## src/rtl/sorted_priority_queue_assert.svh

```systemverilog
// Assertion macros for the sorted priority queue.
`ifndef SORTED_PRIORITY_QUEUE_ASSERT_SVH
`define SORTED_PRIORITY_QUEUE_ASSERT_SVH

`ifndef SYNTH
`define SPQ_ASSERT_SAME(lbl, ante, cons, msg) \
  lbl: assert property (@(posedge clk_i) disable iff (!rst_ni) (ante) |-> (cons)) \
    else $error(msg);
`define SPQ_ASSERT_NEXT(lbl, ante, cons, msg) \
  lbl: assert property (@(posedge clk_i) disable iff (!rst_ni) (ante) |=> (cons)) \
    else $error(msg);
`else
`define SPQ_ASSERT_SAME(lbl, ante, cons, msg)
`define SPQ_ASSERT_NEXT(lbl, ante, cons, msg)
`endif

`endif

```

## src/rtl/spq_pkg.sv

```systemverilog
package spq_pkg;

  localparam int unsigned DataW = 32;

  localparam logic [1:0] ACT_INSERT = 2'd0;
  localparam logic [1:0] ACT_DELETE = 2'd1;
  localparam logic [1:0] ACT_CLEAR  = 2'd2;

  localparam logic [1:0] STAT_OK    = 2'd0;
  localparam logic [1:0] STAT_EMPTY = 2'd1;
  localparam logic [1:0] STAT_FULL  = 2'd2;

  localparam logic [DataW-1:0] NEG_ONE = '1;

  typedef struct packed {
    logic load;
    logic exec;
  } spq_cmd_t;

endpackage

```

## src/rtl/sorted_priority_queue.sv

```systemverilog
// Channel  Dir  tdata                                   tuser
// s_axis   in   value[31:0] priority_req[63:32]         action[1:0]
// m_axis   out  removed[31:0] count[36:32]              status[1:0]
//               front[68:37] rear[100:69]
// cfg      in   cfg_we_i / cfg_wdata_i = max_mode
//
// Each beat is first registered, then the sorted cell row is updated
// (parallel compare and shift of all CAPACITY cells).
// The result is offered in the cycle after the update.
// A waiting result holds off the input; the next beat is taken in the
// cycle the result leaves, and no beat is taken while a request executes.
// Reset empties the queue and clears max_mode.
module sorted_priority_queue #(
  parameter int unsigned CAPACITY = 16
) (
  input  logic         clk_i,
  input  logic         rst_ni,
  input  logic         cfg_we_i,
  input  logic         cfg_wdata_i,
  input  logic         s_axis_tvalid_i,
  output logic         s_axis_tready_o,
  input  logic [63:0]  s_axis_tdata_i,  // value, priority_req
  input  logic [1:0]   s_axis_tuser_i,  // action
  output logic         m_axis_tvalid_o,
  input  logic         m_axis_tready_i,
  output logic [103:0] m_axis_tdata_o,  // removed_value, count, front_value, rear_value
  output logic [1:0]   m_axis_tuser_o   // status
);

  spq_pkg::spq_cmd_t cmd;
  logic [31:0] removed, front, rear;
  logic [4:0]  count;
  logic [1:0]  status;

  spq_ctrl u_ctrl (
    .clk_i     (clk_i),
    .rst_ni    (rst_ni),
    .s_valid_i (s_axis_tvalid_i),
    .s_ready_o (s_axis_tready_o),
    .m_valid_o (m_axis_tvalid_o),
    .m_ready_i (m_axis_tready_i),
    .cmd_o     (cmd)
  );

  spq_datapath #(
    .CAPACITY (CAPACITY)
  ) u_dp (
    .clk_i           (clk_i),
    .rst_ni          (rst_ni),
    .cmd_i           (cmd),
    .cfg_we_i        (cfg_we_i),
    .cfg_wdata_i     (cfg_wdata_i),
    .action_i        (s_axis_tuser_i),
    .value_i         (s_axis_tdata_i[31:0]),
    .priority_i      (s_axis_tdata_i[63:32]),
    .removed_value_o (removed),
    .status_o        (status),
    .count_o         (count),
    .front_value_o   (front),
    .rear_value_o    (rear)
  );

  assign m_axis_tdata_o = {3'b000, rear, front, count, removed};
  assign m_axis_tuser_o = status;

  `include "sorted_priority_queue_assert.svh"

  `SPQ_ASSERT_NEXT(a_load_exec, cmd.load, cmd.exec && !s_axis_tready_o, "load not followed by exec")
  `SPQ_ASSERT_NEXT(a_exec_out, cmd.exec, m_axis_tvalid_o, "exec left no result")
  `SPQ_ASSERT_SAME(a_exec_free, cmd.exec, !cmd.load, "load during exec")
  `SPQ_ASSERT_SAME(a_empty_res, m_axis_tvalid_o && (status == spq_pkg::STAT_EMPTY), (removed == spq_pkg::NEG_ONE) && (front == spq_pkg::NEG_ONE), "empty delete result wrong")

endmodule

```

## src/rtl/spq_ctrl.sv

```systemverilog
module spq_ctrl (
  input  logic              clk_i,
  input  logic              rst_ni,
  input  logic              s_valid_i,
  output logic              s_ready_o,
  output logic              m_valid_o,
  input  logic              m_ready_i,
  output spq_pkg::spq_cmd_t cmd_o
);

  typedef enum logic [1:0] {
    ST_IDLE = 2'b01,
    ST_EXEC = 2'b10
  } state_e;

  state_e state_q, state_d;
  logic   out_valid_q, out_valid_d;
  logic   s_ready;

  assign s_ready = (state_q == ST_IDLE) && (!out_valid_q || m_ready_i);

  always_comb begin
    state_d = state_q;
    case (state_q)
      ST_IDLE: begin
        if (s_valid_i && s_ready) state_d = ST_EXEC;
      end
      ST_EXEC: state_d = ST_IDLE;
      default: state_d = ST_IDLE;
    endcase
  end

  always_comb begin
    out_valid_d = out_valid_q;
    if (out_valid_q && m_ready_i) out_valid_d = 1'b0;
    if (state_q == ST_EXEC) out_valid_d = 1'b1;
  end

  always_ff @(posedge clk_i or negedge rst_ni) begin
    if (!rst_ni) begin
      state_q     <= ST_IDLE;
      out_valid_q <= 1'b0;
    end else begin
      state_q     <= state_d;
      out_valid_q <= out_valid_d;
    end
  end

  assign s_ready_o  = s_ready;
  assign m_valid_o  = out_valid_q;
  assign cmd_o.load = s_valid_i && s_ready;
  assign cmd_o.exec = (state_q == ST_EXEC);

endmodule

```

## src/rtl/spq_datapath.sv

```systemverilog
module spq_datapath #(
  parameter int unsigned CAPACITY = 16
) (
  input  logic                      clk_i,
  input  logic                      rst_ni,
  input  spq_pkg::spq_cmd_t         cmd_i,
  input  logic                      cfg_we_i,
  input  logic                      cfg_wdata_i,
  input  logic [1:0]                action_i,
  input  logic [spq_pkg::DataW-1:0] value_i,
  input  logic [spq_pkg::DataW-1:0] priority_i,
  output logic [spq_pkg::DataW-1:0] removed_value_o,
  output logic [1:0]                status_o,
  output logic [4:0]                count_o,
  output logic [spq_pkg::DataW-1:0] front_value_o,
  output logic [spq_pkg::DataW-1:0] rear_value_o
);

  localparam int unsigned CW = $clog2(CAPACITY + 1);
  localparam int unsigned DW = spq_pkg::DataW;

  logic          max_mode_q;
  logic [1:0]    act_q;
  logic [DW-1:0] val_in_q, prio_in_q;

  logic [DW-1:0] prio_q [CAPACITY];
  logic [DW-1:0] val_q  [CAPACITY];
  logic [DW-1:0] prio_d [CAPACITY];
  logic [DW-1:0] val_d  [CAPACITY];
  logic [CW-1:0] count_q, count_d;
  logic [DW-1:0] rear_q, rear_d;

  logic [DW-1:0] key;
  logic [CAPACITY-1:0] occ, le;
  logic full, empty;
  logic [DW-1:0] removed_d;
  logic [1:0]    status_d;

  logic [DW-1:0] removed_q, front_q, rear_out_q;
  logic [1:0]    status_q;
  logic [4:0]    count_out_q;

  assign key   = max_mode_q ? (DW'(0) - val_in_q) : prio_in_q;
  assign full  = (count_q == CW'(CAPACITY));
  assign empty = (count_q == '0);

  // occupied slots whose key does not exceed the new one; thermometer code
  always_comb begin
    for (int i = 0; i < CAPACITY; i++) begin
      occ[i] = (CW'(i) < count_q);
      le[i]  = occ[i] && ($signed(prio_q[i]) <= $signed(key));
    end
  end

  always_comb begin
    for (int i = 0; i < CAPACITY; i++) begin
      prio_d[i] = prio_q[i];
      val_d[i]  = val_q[i];
    end
    count_d   = count_q;
    rear_d    = rear_q;
    removed_d = '0;
    status_d  = spq_pkg::STAT_OK;
    case (act_q)
      spq_pkg::ACT_INSERT: begin
        if (full) begin
          status_d = spq_pkg::STAT_FULL;
        end else begin
          for (int i = 0; i < CAPACITY; i++) begin
            if (!le[i]) begin
              if (i == 0 || le[(i == 0) ? 0 : i-1]) begin
                prio_d[i] = key;
                val_d[i]  = val_in_q;
              end else begin
                prio_d[i] = prio_q[(i == 0) ? 0 : i-1];
                val_d[i]  = val_q[(i == 0) ? 0 : i-1];
              end
            end
          end
          if (le == occ) rear_d = val_in_q;
          count_d = count_q + CW'(1);
        end
      end
      spq_pkg::ACT_DELETE: begin
        if (empty) begin
          removed_d = spq_pkg::NEG_ONE;
          status_d  = spq_pkg::STAT_EMPTY;
        end else begin
          removed_d = val_q[0];
          for (int i = 0; i < CAPACITY - 1; i++) begin
            prio_d[i] = prio_q[i+1];
            val_d[i]  = val_q[i+1];
          end
          count_d = count_q - CW'(1);
        end
      end
      spq_pkg::ACT_CLEAR: count_d = '0;
      default: ;
    endcase
  end

  always_ff @(posedge clk_i or negedge rst_ni) begin
    if (!rst_ni) begin
      max_mode_q <= 1'b0;
      count_q    <= '0;
    end else begin
      if (cfg_we_i) max_mode_q <= cfg_wdata_i;
      if (cmd_i.exec) count_q <= count_d;
    end
  end

  always_ff @(posedge clk_i) begin
    if (cmd_i.load) begin
      act_q     <= action_i;
      val_in_q  <= value_i;
      prio_in_q <= priority_i;
    end
    if (cmd_i.exec) begin
      for (int i = 0; i < CAPACITY; i++) begin
        prio_q[i] <= prio_d[i];
        val_q[i]  <= val_d[i];
      end
      rear_q      <= rear_d;
      removed_q   <= removed_d;
      status_q    <= status_d;
      count_out_q <= 5'(count_d);
      front_q     <= (count_d == '0) ? spq_pkg::NEG_ONE : val_d[0];
      rear_out_q  <= (count_d == '0) ? spq_pkg::NEG_ONE : rear_d;
    end
  end

  assign removed_value_o = removed_q;
  assign status_o        = status_q;
  assign count_o         = count_out_q;
  assign front_value_o   = front_q;
  assign rear_value_o    = rear_out_q;

endmodule
```

## config.mk

```make
export PLATFORM = sky130hd
export DESIGN_NAME = sorted_priority_queue
export DESIGN_NICKNAME = d
export VERILOG_FILES = /design/src/rtl/spq_pkg.sv /design/src/rtl/sorted_priority_queue.sv /design/src/rtl/spq_ctrl.sv /design/src/rtl/spq_datapath.sv
export VERILOG_INCLUDE_DIRS = /design/src /design/src/rtl
export SDC_FILE = /design/constraint.sdc
export NUM_CORES = 2
export LEC_CHECK = 0
export BUFFER_PORTS_ARGS = -buffer_cell sky130_fd_sc_hd__buf_4
export CORE_UTILIZATION = 64
export DETAILED_ROUTE_END_ITERATION = 10
export PLACE_DENSITY = 0.81
export RECOVER_POWER = 50
export SLEW_MARGIN = 20
export SYNTH_ARGS = -nofsm -noshare
export SYNTH_HDL_FRONTEND = slang
export SYNTH_SLANG_ARGS = --single-unit
export TNS_END_PERCENT = 30
```

## constraint.sdc

```tcl
create_clock -name clk_i -period 13.79 [get_ports clk_i]
set_input_delay 0.6895 -clock clk_i [delete_from_list [all_inputs] [get_ports clk_i]]
set_output_delay 0.6895 -clock clk_i [all_outputs]
set_load 0.005 [all_outputs]
```

==> impl_metrics.tcl <==
set metrics [dict create \
    syn_to_final_growth_pct 9.98 \
    routed_wl_um 245000 \
    timing.critical_path.slowest_stage_cell "sky130_fd_sc_hd__a21oi_1" \
    timing.rr.start "u_dp.max_mode_q" \
    clk_path_buf_depth 3 \
    critPathKind "reg -> reg" \
    hold_viol_final 0 \
    data_arrival_at_the_endpoint_of_the_critical_path_ps 12010 \
    worst-path-max-fanout 65 \
    final_period_minus_worst_setup_slack_ps 11530 \
    holdCritStartpoint "s_axis_tvalid_i" \
    layout-drive-gt1-share_pct 8.00 \
    layout_commonest_cell "sky130_fd_sc_hd__nand2_1" \
    finalClockSkew_ps 40.0 \
    status "complete, but fails checks" \
    root_buffer "sky130_fd_sc_hd__clkbuf_16" \
    hold_end "u_ctrl.state_q[0]" \
    globalRoute.totalOverflow 0 \
    number_of_cells_on_the_worst_hold_path 2 \
    antenna_violations_before_repair 6 \
    i_o_pin_count 180 \
    r2r_end "u_dp.val_q[0][240]" \
    global_route_wire_length_before_repair_um 361000 \
    synth_flop_cell "sky130_fd_sc_hd__edfxtp_1" \
    drt_first_pass_iters 9 \
    synthDistinctLibCells 91 \
    reg2reg_slack_ps 2260 \
    synthArstFlopShare_pct 0.729 \
    ir_drop_mv 0.152 \
    number_of_enable_flip_flop_cells_after_synthesis 1225 \
    setup_repair_after_global_routing_missed_its_margin "false" \
    place_hpwl_um 159000 \
    failed_checks "max-capacitance violations, max-slew violations" \
    clock_sinks 1234 \
    setup_viol 0 \
    number_of_global_route_vias_before_repair 59400 \
    max_cap_viol_count 37 \
    tns_ps 0 \
    grt.total_usage_pct 42.5 \
    critical_path_data_required_time_ps 14270 \
    ys_warns 0 \
    fin_nets 7765 \
    violation_count_after_the_first_detailed_routing_iteration 9675 \
    endpoint_kind_of_the_worst_setup_timing_path "flop" \
    cts_h_tree_depth 4 \
    final_cell_mix "1292 x sky130_fd_sc_hd__nand2_1, 1253 x sky130_fd_sc_hd__o21ai_0, 1225 x sky130_fd_sc_hd__edfxtp_1" \
    cellPowerDensity_mw_per_mm2 149 \
    clk_pin_slew_ps 60 \
    syn_area_mm2 0.0716 \
    post_cts.resized_instances 0 \
    fillCellCount 7944 \
    reg2reg_depth 17 \
    place.port_buffers 176 \
    final_max_slew_viol_count 1344 \
    routed_wire_length_per_instance_um 27.8 \
    fp.dieH_um 337 \
    postSynthCellCount 7279 \
    crit_path_cell_trace "inv_1 -> clkbuf_1 -> nor3_1 -> a21oi_1 -> buf_4 -> ha_1 -> nand2_1 -> or4_1 -> or4_1 -> a41oi_1 -> and3_1 -> a311oi_1 -> a21oi_4 -> clkbuf_1 -> buf_4 -> mux2i_1 -> o21ai_0" \
    tightest_slew_ps 4630 \
    avgSynthCellArea_um2 9.84 \
    min_period_over_period_pct 83.6 \
    drt.antenna.violating_nets 0 \
    die_x_um 337 \
    post-route-drc-count 0 \
    worstSkewPairLatency_ps 800 \
    yosysSeqAreaShare_pct 51.7 \
    synth_seq_cells 1234 \
    gp_congestion 1.03 \
    totalPowerFinal_mw 11.7 \
    placement_rows 122 \
    via_count 61700 \
    route.detailed.vias_per_inst 7.01 \
    cts_buffers 136 \
    cp-start-kind "flop" \
    slowest_delay_ps 1990 \
    design.core.area_mm2 0.111 \
    pin_count_of_the_biggest_net_entering_global_routing 304 \
    max_clock_freq_ghz 0.0868 \
    total_leakage_power_nw 27.5 \
    cts_tree "built" \
    buffers_inserted_during_post_cts_setup_optimization 0 \
    die-area_mm2 0.113 \
    timing.slew.headroom_pct -209 \
    floorplan.initialDensity_pct 64.6 \
    min-delay-path-class "in -> reg" \
]
-- layer usage --
metal  wire (um)  track usage, %  up-vias
met1       84600            52.8    29200
met4       20600            30.9        6
met5         116           0.766        -
met2      108000            64.5     4868
li1            -               -    26600
met3       31200            11.0     1088
-- Yosys cell counts, drive strengths merged (24+ instances only) --
cell type	n	share of area, %
o22ai	29	0.25
nor2b	31	0.27
nor2	562	2.9
ha	486	8.5
edfxtp	1225	51
mux2	34	0.53
a21oi	568	4.0
nand4	92	0.80
and3	24	0.21
inv	101	0.53
a21o	73	0.77
xnor2	38	0.46
a222oi	33	0.46
o21ai	1302	9.1
o211ai	48	0.57
nand2	1294	6.8
nor4	33	0.29
nand3	73	0.53
buf	71	0.57
mux2i	312	4.4
clkbuf	464	2.4
a211oi	33	0.35
nor3	46	0.35
-- metrics by stage --
step | instances | worst slack (ps) | hold slack, ps | cell area, um2 | util, %
global route | 8804 | 2080 | 76.8 | 78800 | 71.1
global placement | 8550 | 4850 | 501 | 74400 | 67.2
CTS | 8797 | 4540 | 52.0 | 79100 | 71.4
floorplan | 7281 | 3490 | 394 | 71600 | -
finish | 8805 | 2260 | 74.2 | 78800 | 71.1
detailed placement | 8550 | 4640 | 514 | 74400 | 67.2
-- critical path, delay by kind of cell (launching register included) --
family	cells	cell delay, ps
AO/OA/AOI/OAI	5	2610
adder cells (fa/ha/maj)	1	200
buffers and inverters	5	5410
flip-flops	1	960
multiplexers	1	350
AND/OR/NAND/NOR	5	1610
-- worst max path at each step --
stage,endpoint,slack [ps],start,depth (start not counted)
CTS,u_dp.rear_value_o[29],4540,u_dp.val_in_q[0],23
global placement,u_dp.rear_value_o[7],4850,u_dp.val_in_q[0],23
detailed placement,u_dp.rear_value_o[10],4640,u_dp.val_in_q[0],23
global route,u_dp.prio_q[1][195],2080,u_dp.val_in_q[0],22
finish,u_dp.val_q[0][240],2260,u_dp.max_mode_q,17
floorplan,u_dp.prio_q[1][224],3490,u_dp.val_in_q[5],20
-- area by class of cell --
cell class                      instances  area, um2  share of cell area, %
Tap cell                             1488       1860                   2.36
Clock buffer                          171       3650                   4.63
Sequential cell                      1234      37000                   47.0
Multi-Input combinational cell       5390      32500                   41.3
Antenna cell                            2       5.00                0.00635
Timing Repair Buffer                  323       2270                   2.88
Inverter                              122        460                  0.585
Clock inverter                         75       1020                   1.29
-- state kept, by name, indices dropped and copies added, names as in the netlist --
register,cells
u_dp.val_q,512
u_dp.val_in_q,32
u_dp.status_o,2
u_dp.count_q,5
u_dp.front_value_o,32
u_dp.max_mode_q,1
u_ctrl.m_valid_o,1
u_dp.count_o,5
u_dp.prio_q,512
u_dp.rear_value_o,32
u_ctrl.state_q,2
u_dp.rear_q,32
u_dp.prio_in_q,32
u_dp.removed_value_o,32
u_dp.act_q,2
-- cell families after synthesis --
kind of cell	Yosys count	share of synthesized area [%]
flip-flops	1234	51.7
multiplexers	346	4.90
XOR/XNOR	47	0.575
AO/OA/AOI/OAI	2256	17.5
buffers and inverters	657	3.64
adder cells (fa/ha/maj)	487	8.51
other	1	0.00524
AND/OR/NAND/NOR	2251	13.2
-- where the power goes --
part / internal, mW / switching (mW)
Sequential: 4.55 / 0.192
Clock: 2.22 / 1.62
Combinational: 0.952 / 2.20
-- what timing repair did --
action	CTS	global route
hold endpoints to repair	9	0
setup endpoints to repair	0	0
hold buffers	1	0
Power figures use the tool's default switching activity.
